===== config.mk =====
export PLATFORM = sky130hd
export DESIGN_NAME = tilt_complementary_filter_unit
export DESIGN_NICKNAME = d
export VERILOG_FILES = /design/src/design/tcf_pkg.sv /design/src/design/tilt_complementary_filter_unit.sv /design/src/design/tcf_cordic.sv /design/src/design/tcf_gyro_div.sv
export SDC_FILE = /design/constraint.sdc
export NUM_CORES = 2
export LEC_CHECK = 0
export BUFFER_PORTS_ARGS = -buffer_cell sky130_fd_sc_hd__buf_2
export CELL_PAD_IN_SITES_DETAIL_PLACEMENT = 1
export CELL_PAD_IN_SITES_GLOBAL_PLACEMENT = 1
export CORE_MARGIN = 3
export CORE_UTILIZATION = 55
export DETAILED_ROUTE_END_ITERATION = 7
export GPL_TIMING_DRIVEN = 0
export PLACE_DENSITY_LB_ADDON = 0.1
export SLEW_MARGIN = 30
export SYNTH_ARGS = -nofsm -noshare
export SYNTH_HDL_FRONTEND = slang
export SYNTH_SLANG_ARGS = --single-unit

===== constraint.sdc =====
create_clock -name clk -period 20.3 [get_ports clk]
set_input_delay 4.06 -clock clk [delete_from_list [all_inputs] [get_ports clk]]
set_output_delay 4.06 -clock clk [all_outputs]
set_load 0.02 [all_outputs]

===== src/design/tcf_pkg.sv =====
// Shared types, constants and the arctangent table for the tilt complementary filter.
`timescale 1ns / 1ps

package tcf_pkg;

  // Internal angle unit is 1/16384 degree
  localparam int ACC_W      = 23;   // filtered angle state
  localparam int ANG_W      = 24;   // CORDIC angle accumulator, gravity angle
  localparam int PRED_W     = 24;   // state plus gyro increment
  localparam int CORDIC_W   = 35;   // CORDIC x/y vector incl. gain growth
  localparam int TAB_IDX_W  = 5;
  localparam int TABLE_LEN  = 24;
  localparam int ANG_LIMIT  = 2949120;   // 180 degrees

  // Gyro increment: q = floor((|raw|*period*2048 + DIV_BIAS) / DIV_CONST)
  // estimate floor(|raw|*period*RECIP / 2^RECIP_SH), then one compare and add
  localparam int MAG_W      = 23;   // |raw|*period
  localparam int DIV_NUM_W  = 35;
  localparam int DIV_Q_BITS = 21;
  localparam int DIV_CONST  = 16375;
  localparam int DIV_BIAS   = 8187;
  localparam int RECIP      = 65572;   // floor(2^30 / DIV_CONST)
  localparam int RECIP_SH   = 19;
  localparam int GYRO_STEPS = 2;       // estimate, correction

  // Shared multiplier
  localparam int MUL_A_W    = 25;
  localparam int MUL_B_W    = 18;
  localparam int MUL_P_W    = MUL_A_W + MUL_B_W;

  // Configuration register map
  localparam int CFG_IDX_W  = 2;
  localparam int CFG_DATA_W = 16;
  localparam logic [CFG_IDX_W-1:0] REG_BLEND_WEIGHT     = 2'd0;
  localparam logic [CFG_IDX_W-1:0] REG_SAMPLE_PERIOD_MS = 2'd1;

  localparam logic [15:0] BLEND_WEIGHT_RST = 16'd3277;
  localparam logic [7:0]  PERIOD_MS_RST    = 8'd5;

  typedef enum logic [2:0] {
    ST_IDLE,
    ST_GYRO_MUL,
    ST_ITERATE,
    ST_PREDICT,
    ST_BLEND_MUL,
    ST_WRITE_BACK
  } tcf_state_t;

  // Control for the iterative units
  typedef struct packed {
    logic load;
    logic step;
  } tcf_iter_ctl_t;

  // atan(2^-i) in 1/16384 degree, rounded
  function automatic logic [ANG_W-1:0] atan_lookup(input logic [TAB_IDX_W-1:0] idx);
    logic [ANG_W-1:0] v;
    case (idx)
      5'd0:    v = 24'd737280;
      5'd1:    v = 24'd435242;
      5'd2:    v = 24'd229970;
      5'd3:    v = 24'd116736;
      5'd4:    v = 24'd58595;
      5'd5:    v = 24'd29326;
      5'd6:    v = 24'd14667;
      5'd7:    v = 24'd7334;
      5'd8:    v = 24'd3667;
      5'd9:    v = 24'd1833;
      5'd10:   v = 24'd917;
      5'd11:   v = 24'd458;
      5'd12:   v = 24'd229;
      5'd13:   v = 24'd115;
      5'd14:   v = 24'd57;
      5'd15:   v = 24'd29;
      5'd16:   v = 24'd14;
      5'd17:   v = 24'd7;
      5'd18:   v = 24'd4;
      5'd19:   v = 24'd2;
      5'd20:   v = 24'd1;
      default: v = 24'd0;
    endcase
    return v;
  endfunction

endpackage


===== src/design/tilt_complementary_filter_unit.sv =====
// Top level of the tilt complementary filter: sequencer, shared multiplier, state and ports.
`timescale 1ns / 1ps

// Tilt complementary filter.
// Input channel (in_valid / in_stall): one beat per sample with raw gyro X rate and
// accelerometer Y and Z. Result channel (out_valid / out_stall): one beat per sample,
// the filtered tilt angle in 1/64 degree, saturated to +-180 degrees.
// Config channel (cfg_valid / cfg_ready, always ready): index 0 blend weight (fraction
// of 65536), index 1 sample period in ms. Write only while the block is idle.
// Sequence: a sample is accepted only in idle (in_stall is low there). It then passes
// through the gyro multiply state, the iteration state (CORDIC micro-rotations, with the
// gyro reciprocal estimate and its correction on the multiplier at its start), predict,
// blend multiply and write-back; out_valid rises as the sequencer returns to idle, where
// the next sample can be taken. Throughput is set by the iteration loop.
// The blend reuses the same 25x18 multiplier as the gyro scaling and division.
// The result sits in an output register; the next sample can be accepted while it waits.
// If the receiver stalls, the following result holds in write-back until the register
// frees, and the angle state only advances when its result is loaded.
// Reset (rst_n low, synchronous): angle state to zero, registers to their defaults,
// output beat dropped.
module tilt_complementary_filter_unit #(
  parameter int CORDIC_ITERATIONS = 16
) (
  input  logic                              clk,
  input  logic                              rst_n,
  input  logic                              in_valid,
  output logic                              in_stall,
  input  logic signed [15:0]                in_gyro_rate_raw,
  input  logic signed [15:0]                in_accel_y_raw,
  input  logic signed [15:0]                in_accel_z_raw,
  output logic                              out_valid,
  input  logic                              out_stall,
  output logic signed [14:0]                out_tilt_angle,
  input  logic                              cfg_valid,
  output logic                              cfg_ready,
  input  logic [tcf_pkg::CFG_IDX_W-1:0]     cfg_index,
  input  logic [tcf_pkg::CFG_DATA_W-1:0]    cfg_wdata
);
  import tcf_pkg::*;

  localparam int NITER = (CORDIC_ITERATIONS > TABLE_LEN) ? TABLE_LEN : CORDIC_ITERATIONS;
  localparam int STEPS = (NITER > GYRO_STEPS) ? NITER : GYRO_STEPS;
  localparam int CNT_W = $clog2(STEPS + 1);

  localparam logic signed [MUL_P_W-1:0] LIM_POS = MUL_P_W'(ANG_LIMIT);
  localparam logic signed [MUL_P_W-1:0] LIM_NEG = -MUL_P_W'(ANG_LIMIT);
  localparam logic signed [MUL_P_W-1:0] RND_HALF = MUL_P_W'(32768);

  // ---- configuration registers ----
  logic [15:0] blend_weight_r;
  logic [7:0]  period_ms_r;

  assign cfg_ready = 1'b1;

  always_ff @(posedge clk) begin
    if (!rst_n) begin
      blend_weight_r <= BLEND_WEIGHT_RST;
      period_ms_r    <= PERIOD_MS_RST;
    end else if (cfg_valid && cfg_ready) begin
      unique case (cfg_index)
        REG_BLEND_WEIGHT:     blend_weight_r <= cfg_wdata;
        REG_SAMPLE_PERIOD_MS: period_ms_r    <= cfg_wdata[7:0];
        default: ;   // unmapped index, write dropped
      endcase
    end
  end

  // ---- sequencer ----
  tcf_state_t state_r, state_nxt;
  logic [CNT_W-1:0] cnt_r, cnt_nxt;
  logic in_accept, out_free, out_valid_r;
  tcf_iter_ctl_t cordic_ctl, div_ctl;
  logic pred_load, prod_load, result_load;

  assign in_accept = in_valid && !in_stall;
  assign out_free  = !out_valid_r || !out_stall;

  always_comb begin
    state_nxt = state_r;
    unique case (state_r)
      ST_IDLE:       if (in_accept) state_nxt = ST_GYRO_MUL;
      ST_GYRO_MUL:   state_nxt = ST_ITERATE;
      ST_ITERATE:    if (cnt_r == CNT_W'(STEPS-1)) state_nxt = ST_PREDICT;
      ST_PREDICT:    state_nxt = ST_BLEND_MUL;
      ST_BLEND_MUL:  state_nxt = ST_WRITE_BACK;
      ST_WRITE_BACK: if (out_free) state_nxt = ST_IDLE;
      default:       state_nxt = ST_IDLE;
    endcase
  end

  always_comb begin
    in_stall        = 1'b1;
    cordic_ctl      = '0;
    div_ctl         = '0;
    pred_load       = 1'b0;
    prod_load       = 1'b0;
    result_load     = 1'b0;
    cnt_nxt         = '0;
    unique case (state_r)
      ST_IDLE: begin
        in_stall        = 1'b0;
        cordic_ctl.load = in_valid;
      end
      ST_GYRO_MUL: begin
        div_ctl.load = 1'b1;
      end
      ST_ITERATE: begin
        cordic_ctl.step = (cnt_r < CNT_W'(NITER));
        div_ctl.step    = (cnt_r < CNT_W'(GYRO_STEPS));
        cnt_nxt         = cnt_r + 1'b1;
      end
      ST_PREDICT:    pred_load   = 1'b1;
      ST_BLEND_MUL:  prod_load   = 1'b1;
      ST_WRITE_BACK: result_load = out_free;
      default: ;
    endcase
  end

  always_ff @(posedge clk) begin
    if (!rst_n) begin
      state_r <= ST_IDLE;
      cnt_r   <= '0;
    end else begin
      state_r <= state_nxt;
      cnt_r   <= cnt_nxt;
    end
  end

  // ---- sample capture ----
  logic signed [15:0] gyro_r;

  always_ff @(posedge clk) begin
    if (in_accept) gyro_r <= in_gyro_rate_raw;
  end

  // ---- gravity angle ----
  logic signed [ANG_W-1:0] grav_angle;

  tcf_cordic u_cordic (
    .clk        (clk),
    .ctl        (cordic_ctl),
    .accel_y    (in_accel_y_raw),
    .accel_z    (in_accel_z_raw),
    .shift_idx  (TAB_IDX_W'(cnt_r)),
    .grav_angle (grav_angle)
  );

  // ---- shared multiplier ----
  // gyro: |raw| * period, then the divider's estimate and check;
  // blend: w * (gravity - predicted)
  logic signed [16:0]          gyro_abs;
  logic signed [MUL_A_W-1:0]   mul_a, div_op_a;
  logic signed [MUL_B_W-1:0]   mul_b, div_op_b;
  logic signed [MUL_P_W-1:0]   mul_p;
  logic signed [PRED_W-1:0]    pred_r;

  assign gyro_abs = gyro_r[15] ? -{gyro_r[15], gyro_r} : {gyro_r[15], gyro_r};

  always_comb begin
    if (state_r == ST_GYRO_MUL) begin
      mul_a = MUL_A_W'(gyro_abs);
      mul_b = $signed({{(MUL_B_W-8){1'b0}}, period_ms_r});
    end else if (state_r == ST_ITERATE) begin
      mul_a = div_op_a;
      mul_b = div_op_b;
    end else begin
      mul_a = MUL_A_W'(grav_angle) - MUL_A_W'(pred_r);
      mul_b = $signed({{(MUL_B_W-16){1'b0}}, blend_weight_r});
    end
  end

  assign mul_p = mul_a * mul_b;

  // ---- gyro increment divider ----
  logic [DIV_Q_BITS-1:0] gyro_q;

  tcf_gyro_div u_gyro_div (
    .clk      (clk),
    .ctl      (div_ctl),
    .mul_p    (mul_p),
    .op_a     (div_op_a),
    .op_b     (div_op_b),
    .quotient (gyro_q)
  );

  // ---- predict, blend, write back ----
  logic signed [ACC_W-1:0]   acc_r;
  logic signed [PRED_W-1:0]  gyro_inc;
  logic signed [MUL_P_W-1:0] prod_r, blend_sum, acc_wide;
  logic signed [ACC_W-1:0]   acc_nxt;
  logic signed [14:0]        tilt_r;

  assign gyro_inc = gyro_r[15] ? -$signed(PRED_W'(gyro_q)) : $signed(PRED_W'(gyro_q));

  always_ff @(posedge clk) begin
    if (pred_load) pred_r <= PRED_W'(acc_r) + gyro_inc;
    if (prod_load) prod_r <= mul_p;
  end

  // (65536-w)*pred + w*grav = 65536*pred + w*(grav-pred)
  always_comb begin
    blend_sum = (prod_r + RND_HALF) >>> 16;
    acc_wide  = MUL_P_W'(pred_r) + blend_sum;
    if (acc_wide > LIM_POS)      acc_nxt = ACC_W'(LIM_POS);
    else if (acc_wide < LIM_NEG) acc_nxt = ACC_W'(LIM_NEG);
    else                         acc_nxt = acc_wide[ACC_W-1:0];
  end

  always_ff @(posedge clk) begin
    if (!rst_n) begin
      acc_r       <= '0;
      out_valid_r <= 1'b0;
    end else begin
      if (result_load) begin
        acc_r       <= acc_nxt;
        out_valid_r <= 1'b1;
      end else if (!out_stall) begin
        out_valid_r <= 1'b0;
      end
    end
  end

  always_ff @(posedge clk) begin
    if (result_load) tilt_r <= acc_nxt[ACC_W-1:8];
  end

  assign out_valid      = out_valid_r;
  assign out_tilt_angle = tilt_r;

  // ---- checks ----
  a_no_overwrite: assert property (@(posedge clk) disable iff (!rst_n)
    (state_r == ST_WRITE_BACK && out_valid_r && out_stall) |=> state_r == ST_WRITE_BACK)
    else $error("pending result beat would be overwritten");

  a_acc_in_range: assert property (@(posedge clk) disable iff (!rst_n)
    (acc_r <= ACC_W'(ANG_LIMIT)) && (acc_r >= -ACC_W'(ANG_LIMIT)))
    else $error("angle state beyond 180 degrees");

  a_accept_starts: assert property (@(posedge clk) disable iff (!rst_n)
    in_accept |=> (state_r == ST_GYRO_MUL) && !out_valid_r || (state_r == ST_GYRO_MUL))
    else $error("accepted beat did not start the sequence");

  a_cnt_bound: assert property (@(posedge clk) disable iff (!rst_n)
    (state_r == ST_ITERATE) |-> (cnt_r <= CNT_W'(STEPS-1)))
    else $error("iteration counter past last step");

endmodule


===== src/design/tcf_cordic.sv =====
// Vectoring CORDIC, one micro-rotation per step, giving atan2(y, z) in 1/16384 degree.
`timescale 1ns / 1ps

module tcf_cordic (
  input  logic                              clk,
  input  tcf_pkg::tcf_iter_ctl_t            ctl,
  input  logic signed [15:0]                accel_y,
  input  logic signed [15:0]                accel_z,
  input  logic [tcf_pkg::TAB_IDX_W-1:0]     shift_idx,
  output logic signed [tcf_pkg::ANG_W-1:0]  grav_angle
);
  import tcf_pkg::*;

  localparam logic signed [ANG_W-1:0] LIM_POS = ANG_W'(ANG_LIMIT);
  localparam logic signed [ANG_W-1:0] LIM_NEG = -ANG_W'(ANG_LIMIT);

  logic signed [CORDIC_W-1:0] x_r, x_nxt, y_r, y_nxt;
  logic signed [CORDIC_W-1:0] dx, dy, x_init, y_init;
  logic signed [ANG_W-1:0]    ang_r, ang_nxt, rot;
  logic                       zero_r, zero_nxt;

  always_comb begin
    x_init   = {{(CORDIC_W-32){accel_z[15]}}, accel_z, 16'h0000};
    y_init   = {{(CORDIC_W-32){accel_y[15]}}, accel_y, 16'h0000};
    dx       = y_r >>> shift_idx;
    dy       = x_r >>> shift_idx;
    rot      = $signed(atan_lookup(shift_idx));
    x_nxt    = x_r;
    y_nxt    = y_r;
    ang_nxt  = ang_r;
    zero_nxt = zero_r;
    if (ctl.load) begin
      zero_nxt = (accel_y == 16'sd0) && (accel_z == 16'sd0);
      if (accel_z[15]) begin
        // left half plane: pre-rotate by 180, sign of offset follows y
        x_nxt   = -x_init;
        y_nxt   = -y_init;
        ang_nxt = accel_y[15] ? LIM_NEG : LIM_POS;
      end else begin
        x_nxt   = x_init;
        y_nxt   = y_init;
        ang_nxt = '0;
      end
    end else if (ctl.step) begin
      if (!y_r[CORDIC_W-1]) begin
        x_nxt   = x_r + dx;
        y_nxt   = y_r - dy;
        ang_nxt = ang_r + rot;
      end else begin
        x_nxt   = x_r - dx;
        y_nxt   = y_r + dy;
        ang_nxt = ang_r - rot;
      end
    end
  end

  always_ff @(posedge clk) begin
    x_r    <= x_nxt;
    y_r    <= y_nxt;
    ang_r  <= ang_nxt;
    zero_r <= zero_nxt;
  end

  always_comb begin
    if (zero_r)                grav_angle = '0;
    else if (ang_r > LIM_POS)  grav_angle = LIM_POS;
    else if (ang_r < LIM_NEG)  grav_angle = LIM_NEG;
    else                       grav_angle = ang_r;
  end

endmodule


===== src/design/tcf_gyro_div.sv =====
// Gyro increment divider by the fixed scale constant: reciprocal estimate and one correction.
`timescale 1ns / 1ps

module tcf_gyro_div (
  input  logic                               clk,
  input  tcf_pkg::tcf_iter_ctl_t             ctl,
  input  logic signed [tcf_pkg::MUL_P_W-1:0] mul_p,
  output logic signed [tcf_pkg::MUL_A_W-1:0] op_a,
  output logic signed [tcf_pkg::MUL_B_W-1:0] op_b,
  output logic [tcf_pkg::DIV_Q_BITS-1:0]     quotient
);
  import tcf_pkg::*;

  // estimate is never high and at most one low, so one correction step
  logic [MAG_W-1:0]      mag_r, mag_nxt;
  logic [DIV_Q_BITS-1:0] q_r, q_nxt;
  logic                  est_done_r, est_done_nxt;
  logic [DIV_NUM_W-1:0]  numer, resid;

  always_comb begin
    numer        = DIV_NUM_W'({mag_r, 11'b0}) + DIV_NUM_W'(DIV_BIAS);
    resid        = numer - mul_p[DIV_NUM_W-1:0];
    mag_nxt      = mag_r;
    q_nxt        = q_r;
    est_done_nxt = est_done_r;
    if (ctl.load) begin
      mag_nxt      = mul_p[MAG_W-1:0];
      est_done_nxt = 1'b0;
    end else if (ctl.step) begin
      if (!est_done_r) begin
        q_nxt        = mul_p[RECIP_SH +: DIV_Q_BITS];
        est_done_nxt = 1'b1;
      end else if (resid >= DIV_NUM_W'(DIV_CONST)) begin
        q_nxt = q_r + 1'b1;
      end
    end
  end

  // operands for the shared multiplier
  always_comb begin
    if (!est_done_r) begin
      op_a = $signed({{(MUL_A_W-MAG_W){1'b0}}, mag_r});
      op_b = MUL_B_W'(RECIP);
    end else begin
      op_a = $signed({{(MUL_A_W-DIV_Q_BITS){1'b0}}, q_r});
      op_b = MUL_B_W'(DIV_CONST);
    end
  end

  always_ff @(posedge clk) begin
    mag_r      <= mag_nxt;
    q_r        <= q_nxt;
    est_done_r <= est_done_nxt;
  end

  assign quotient = q_r;

endmodule

==> Word level (Yosys, flattened, before mapping) <==
Memory sizes are Yosys's and may differ from the RTL's. A register that Yosys moved wholly into a read port is not among the register bits.
Cells that the tools add are included.
{ "totals": {"regBits": 294, "mem_bits_ro": 640, "output_inout_bits": 18, "inputBits": 71, "word_cells": 117, "n_memories": 1, "mem_bits_rw": 0, "latchBits": 0} }
{ "memory_table": {"columns": ["memory", "words", "width", "read_ports", "rd_ports_with_merged_regs", "wr", "line", "rtl"], "rows": [
  ["(no name shown)", 32, 20, 1, 1, 0, "tcf_pkg.sv:58", "case (idx)"]
]} }
{ "op_classes": {"addsub": 18, "n_bitwise": 1, "div": 0, "shifts": 2, "reduce_logical": 15, "multipliers": 1, "n_mux": 43, "eq_ne": 12, "n_lt_le_gt_ge": 7} }
{ "ops": {"columns": ["cell", "count"], "rows": [
  ["$mux W35", 8],
  ["$mux W24", 9],
  ["$sub A35 B35 Y35", 3],
  ["$add A35 B35 Y35", 2],
  ["$neg A32 Y35", 2],
  ["$sshr A35 B5 Y35", 2],
  ["$mux W23", 3],
  ["$mux W25", 2],
  ["$add A43 B17 Y43 const B", 1],
  ["$mul A25 B18 Y43", 1],
  ["$mux W21", 2],
  ["$mux W18", 2],
  ["$add A34 B13 Y35 const B", 1],
  ["$ge A35 B14 Y1 const B", 1],
  ["$mux W17", 2],
  ["$logic_not A16 Y1", 2],
  ["$add A24 B27 Y28", 1],
  ["$gt A28 B23 Y1 const B", 1],
  ["$lt A28 B23 Y1 const B", 1],
  ["$sub A24 B24 Y25", 1],
  ["$add A23 B24 Y24", 1],
  ["$add A24 B24 Y24", 1],
  ["$gt A24 B23 Y1 const B", 1],
  ["$lt A24 B23 Y1 const B", 1],
  ["27 further kinds", 48]
]} }

==> Depth between registers and ports, before layout <==
{ "depth": {"word_depth": 12, "ltp_mapped": 60, "ltp_nobuf": 58} }

==> Hierarchy <==
From an unflattened synthesis, not the netlist that was laid out.
{ "unflattened": {"hier_cells": 5476, "area_unflattened_um2": 47479.3} }
{ "by_module_without_submodules": {"columns": ["module", "area_per_inst_um2", "n_inst", "cells_per_inst", "seq_area_each_um2"], "rows": [
  ["tilt_complementary_filter_unit", 26281.5, 1, 3001, 3613.5],
  ["tcf_cordic", 16422.0, 1, 1939, 2852.7],
  ["tcf_gyro_div", 4775.8, 1, 536, 1341.3]
]} }

==> Worst setup path after synthesis <==
OpenSTA, ideal clock, no wires.
{ "synth_path": {"kind": "flip-flop to flip-flop", "from": "reg u_cordic.ang_r[9]", "to": "reg u_gyro_div.q_r[0] (netlist: u_gyro_div.quotient[0]) (enable)", "n_path_buf": 2, "slack_ps": 6374, "synth_period_minus_slack_ps": 13926, "setup_ps": 399, "t_required_ps": 19901, "arrival_ps": 13527, "stages_incl_launch_ff": 57, "cell_sequence": "edfxtp_1 -> or4_1 -> nor4b_1 -> nor2_1 -> o21ai_0 -> a21o_1 -> nor2b_1 -> nor2b_1 -> clkbuf_1 -> nand2_1 -> ha_1 -> fa_1 -> nor2b_1 -> o21ai_0 -> a21boi_1 -> o21ai_0 -> a211oi_1 -> a31o_2 -> [21 not listed] -> o21ai_0 -> a21o_1 -> a21oi_1 -> xnor2_1 -> inv_1 -> ha_1 -> ha_1 -> clkbuf_1 -> and3_1 -> nand3_1 -> or2_2 -> a211o_1 -> nand2_1 -> a31oi_1 -> o21ai_0 -> xnor2_1 -> nor4_1 -> nor2_1"} }
{ "synth_between": {"elab_chain_len": 12, "elab_cells_between_ends": 13, "classes_between": "add/sub (2); mul (1); order compare (3); eq/ne (1); mux (5); reduce/logical (1)"} }
{ "synth_rtl": {"columns": ["element", "line", "rtl"], "rows": [
  ["start: declaration", "tcf_cordic.sv:19", "logic signed [ANG_W-1:0] ang_r, ang_nxt, rot;"],
  ["start signal: assignment", "tcf_cordic.sv:60", "ang_r <= ang_nxt;"],
  ["$lt A24 B23 Y1", "tcf_cordic.sv:67", "else if (ang_r < LIM_NEG) grav_angle = LIM_NEG;"],
  ["$mux W24", "tcf_cordic.sv:67", null],
  ["$mux W24 (*)", "tcf_cordic.sv:66", "else if (ang_r > LIM_POS) grav_angle = LIM_POS;"],
  ["$mux W24 (*)", "tcf_cordic.sv:65", "if (zero_r) grav_angle = '0;"],
  ["$sub A24 B24 Y25 (*)", "tilt_complementary_filter_unit.sv:167", "mul_a = MUL_A_W'(grav_angle) - MUL_A_W'(pred_r);"],
  ["$mux W25 (*)", "tilt_complementary_filter_unit.sv:163", "end else if (state_r == ST_ITERATE) begin"],
  ["$mux W25 (*)", "tilt_complementary_filter_unit.sv:160", "if (state_r == ST_GYRO_MUL) begin"],
  ["$mul A25 B18 Y43 (*)", "tilt_complementary_filter_unit.sv:172", "assign mul_p = mul_a * mul_b;"],
  ["named net mul_p[26]", "tilt_complementary_filter_unit.sv:154", "logic signed [MUL_P_W-1:0] mul_p;"],
  ["$sub A35 B35 Y35 (*)", "tcf_gyro_div.sv:22", "resid = numer - mul_p[DIV_NUM_W-1:0];"],
  ["$ge A35 B14 Y1 (*)", "tcf_gyro_div.sv:33", "end else if (resid >= DIV_NUM_W'(DIV_CONST)) begin"],
  ["$ne A2 B2 Y1 (no line) (*)", null, null],
  ["$reduce_and A3 Y1 (no line) (*)", null, null],
  ["end signal: assignment", "tcf_gyro_div.sv:52", "q_r <= q_nxt;"],
  ["end: declaration", "tcf_gyro_div.sv:16", "logic [DIV_Q_BITS-1:0] q_r, q_nxt;"]
]} }
Mark *: on every way through the listed nets, which the timed path passes. The rest lies on a longest branch.
A chain may end at the register's enable or synchronous reset.

==> Worst setup path in the final report <==
{ "layout_path": {"from": "reg u_cordic.ang_r[9]", "to": "reg u_gyro_div.q_r[3] (netlist: u_gyro_div.quotient[3]) (enable)"} }
Same word-level chain as after synthesis.

==> reports/qor.json <==
{
  "cts": {
    "clock_tree.htree_level_count": 2,
    "max-clock-path-buffers": 3,
    "worstSkewPairLatency_ns": 0.63,
    "tritoncts": "built",
    "worst_setup_hold_path_clk_slew_ns": 0.06,
    "cts_inserted_buffers": 41,
    "clock_sinks": 299,
    "post_cts_resize_count": 0,
    "cts_hold_repair.buffers": 0,
    "cts_root_buf": "sky130_fd_sc_hd__clkbuf_16",
    "cts_setup_buffers": 0
  },
  "route": {
    "drt-initial-drc-count": 5609,
    "wirelength_um": 206200,
    "final_antenna_net_count": 0,
    "routed_wire_length_per_instance_um": 30.81,
    "via_per_inst": 6.763,
    "vias": 45260,
    "drt_pass1_iterations": 6,
    "drc_errors": 0
  },
  "hold_path": {
    "min_path_type": "reg -> reg",
    "hold_start": "acc_r[2]",
    "hold_depth": 1,
    "hold_end": "acc_r[2]"
  },
  "yosys": {
    "synth_seq_cells": 299,
    "synth_cells": 5371,
    "synth.top_cells.by_area": "sky130_fd_sc_hd__fa_1 18%, sky130_fd_sc_hd__edfxtp_1 14%, sky130_fd_sc_hd__ha_1 9.2%, sky130_fd_sc_hd__inv_1 5.8%, sky130_fd_sc_hd__mux4_2 4.9%",
    "async_flop_share_pct": 0,
    "post_synth_num_cell_types": 104,
    "synth_top_flop_cell": "sky130_fd_sc_hd__edfxtp_1",
    "syn-mean-instance-area_um2": 8.672,
    "synth-edff-count": 222,
    "synth_seq_area_share_pct": 17.62,
    "synth_warnings": 0,
    "synthDominantAreaCellType": "sky130_fd_sc_hd__fa_1",
    "synth_most_common_cell": "sky130_fd_sc_hd__inv_1",
    "netlist_top_cells_count": "724 x sky130_fd_sc_hd__inv_1, 495 x sky130_fd_sc_hd__nand2_1, 480 x sky130_fd_sc_hd__nor2_1",
    "synthDominantCellAreaShare_pct": 18.18,
    "mappedNetlistArea_um2": 46580
  },
  "floorplan": {
    "fp-row-count": 106,
    "floorplan.die.height_um": 297.0,
    "design.portCount": 89,
    "placeableCoreArea_um2": 83820,
    "initial_core_util_pct": 55.57,
    "fp.dieArea_um2": 88210,
    "overall_die_width_um": 297.0
  },
  "worst_setup_path": {
    "cell_with_the_most_instances_on_the_worst_path": "sky130_fd_sc_hd__fa_1",
    "r2r_setup_slack_ns": 1.24,
    "max_stage_delay_ns": 0.84,
    "cp-end-kind": "register",
    "worst_ep_required_time_ns": 20.56,
    "critPathMaxFanout": 21,
    "crit-reg2reg-capture": "u_gyro_div.quotient[3]",
    "ff2ff_path_depth": 56,
    "setup.worst_path.start_class": "register",
    "criticalPathCategory": "reg -> reg",
    "critical_path_slowest_stage_cell": "sky130_fd_sc_hd__nor4_1",
    "r2r-start": "u_cordic.ang_r[9]",
    "crit_arrival_ns": 19.32
  },
  "sta": {
    "worstMarginPinSlew_ns": 1.160,
    "setup_viol": 0,
    "rsz0062_at_grt": "false",
    "fin_tns_setup_ns": 0,
    "worst_slack_ns": 1.239,
    "skew_ns": 0.04202,
    "max_clock_freq_mhz": 52.46,
    "relSlewSlack_pct": 22.66,
    "fin_crit_ns": 19.06,
    "finalCritPeriodShare_pct": 93.90,
    "slew_violations": 0,
    "hold_viol_final": 0
  },
  "placed_design": {
    "dpl.hpwl_um": 167100,
    "place_worst_setup_slack_ns": 2.456,
    "numPlacedInstances": 6610,
    "gp_routability_congestion": 1.034,
    "port_buffers": 84
  },
  "final_layout": {
    "layout.cells.non_filler": 6693,
    "layout-area-overhead-vs-synth_pct": 8.118,
    "fillers": 9983,
    "drive_gt1_share_pct": 8.934,
    "nNetsFinal": 6356
  },
  "status": {
    "status": "finished clean"
  },
  "global_route": {
    "grt_first_pass_wirelength_um": 302900,
    "grt_antenna_before_repair": 11,
    "grtUsageTotal_pct": 45.86,
    "via_count_of_the_first_global_routing_pass": 46710,
    "grt_overflow_total": 0,
    "grt_max_degree": 25
  },
  "job": {
    "maxCapViolations": 0
  }
}
worst max-delay path, delay by kind of cell (launching register included):
kind,cells,cell delay (ns)
flip-flops,1,0.47
adder cells (fa/ha/maj),11,4.76
XOR/XNOR,2,0.85
AO/OA/AOI/OAI,20,6.32
buffers and inverters,7,1.21
AND/OR/NAND/NOR,16,5.03
worst max-delay path by stage:
stage,from,endpoint,depth (start not counted)
2_1_floorplan,u_cordic.ang_r[9],u_gyro_div.quotient[0],56
4_1_cts,u_cordic.ang_r[4],u_gyro_div.quotient[3],56
5_1_grt,u_cordic.ang_r[4],u_gyro_div.quotient[3],57
3_5_place_dp,u_cordic.ang_r[4],u_gyro_div.quotient[18],56
6_report,u_cordic.ang_r[9],u_gyro_div.quotient[3],56
3_3_place_gp,u_cordic.ang_r[9],u_gyro_div.quotient[18],55
metrics by stage:
step,utilization [%],hold slack (ns),area (um^2)
5_1_grt,60.07,0.5293,50350
4_1_cts,59.98,0.5205,50280
3_5_place_dp,58.35,0.4935,48910
3_3_place_gp,57.77,0.4696,48420
2_1_floorplan,-,0.4366,46580
6_report,60.08,0.5179,50360
flip-flops by register name, summed over array words and instances, names as in the netlist, 16 cells and up:
signal / cells
prod_r: 28
blend_weight_r: 16
gyro_r: 16
u_cordic.rot: 20
u_gyro_div.quotient: 21
pred_r: 24
u_cordic.x_r: 35
acc_r: 23
u_cordic.y_r: 35
u_cordic.ang_r: 24
u_gyro_div.mag_r: 23
area by class of cell:
type | count | area (um^2) | share of cell area (%)
clock inverter | 26 | 219.0 | 0.4348
tap | 1134 | 1419 | 2.818
multi-input combinational | 4107 | 34780 | 69.07
antenna | 7 | 17.52 | 0.03478
timing repair buffer | 103 | 724.4 | 1.439
sequential | 299 | 8208 | 16.30
buffer | 236 | 1087 | 2.159
clock buffer | 50 | 1155 | 2.293
inverter | 731 | 2744 | 5.449
cells in the final DEF (no fill, tap or decap), types with 38 or more instances in the layout:
| cell type | instances |
|---|---|
| sky130_fd_sc_hd__inv_1 | 724 |
| sky130_fd_sc_hd__nand2_1 | 495 |
| sky130_fd_sc_hd__nor2_1 | 476 |
| sky130_fd_sc_hd__fa_1 | 423 |
| sky130_fd_sc_hd__ha_1 | 343 |
| sky130_fd_sc_hd__a21oi_1 | 290 |
| sky130_fd_sc_hd__xnor2_1 | 244 |
| sky130_fd_sc_hd__edfxtp_1 | 222 |
| sky130_fd_sc_hd__o21ai_0 | 209 |
| sky130_fd_sc_hd__clkbuf_1 | 157 |
| sky130_fd_sc_hd__nand3_1 | 131 |
| sky130_fd_sc_hd__buf_2 | 118 |
| sky130_fd_sc_hd__xor2_1 | 115 |
| sky130_fd_sc_hd__a21o_1 | 101 |
| sky130_fd_sc_hd__mux4_2 | 101 |
| sky130_fd_sc_hd__nor3_1 | 95 |
| sky130_fd_sc_hd__mux2i_1 | 83 |
| sky130_fd_sc_hd__dfxtp_1 | 77 |
| sky130_fd_sc_hd__and3_1 | 65 |
| sky130_fd_sc_hd__and2_1 | 61 |
| sky130_fd_sc_hd__o21a_1 | 58 |
| sky130_fd_sc_hd__nand2b_1 | 53 |
| sky130_fd_sc_hd__a31oi_1 | 49 |
| sky130_fd_sc_hd__o31ai_1 | 48 |
| sky130_fd_sc_hd__mux2_2 | 45 |
| sky130_fd_sc_hd__clkbuf_16 | 45 |
| sky130_fd_sc_hd__a211oi_1 | 44 |
| sky130_fd_sc_hd__nor2b_1 | 38 |
logic make-up (layout without fill, tap and decap cells):
| group | count (synthesis) | in the layout | share of synthesized area (%) |
|---|---|---|---|
| other | 2 | 11 | 0.01612 |
| AOI/OAI and AO/OA | 1125 | 1125 | 15.82 |
| xor gates and xnor gates | 365 | 365 | 6.863 |
| DFF | 299 | 299 | 17.62 |
| adders and majority gates | 766 | 766 | 27.39 |
| and+or+nand+nor | 1616 | 1616 | 16.30 |
| muxes | 231 | 231 | 7.804 |
| buffers and inverters | 967 | 1146 | 8.174 |
layer usage:
metal	global-route usage [%]	share of wire, %	vias to the layer above
met3	15.87	14	739
met4	24.60	6.6	4
met5	0	0.012	-
met1	59.58	38	22710
li1	-	-	18810
met2	67.39	42	2997
Power is not shown: default switching activity piles up to over one toggle a cycle in this logic, so the estimate is an artifact.
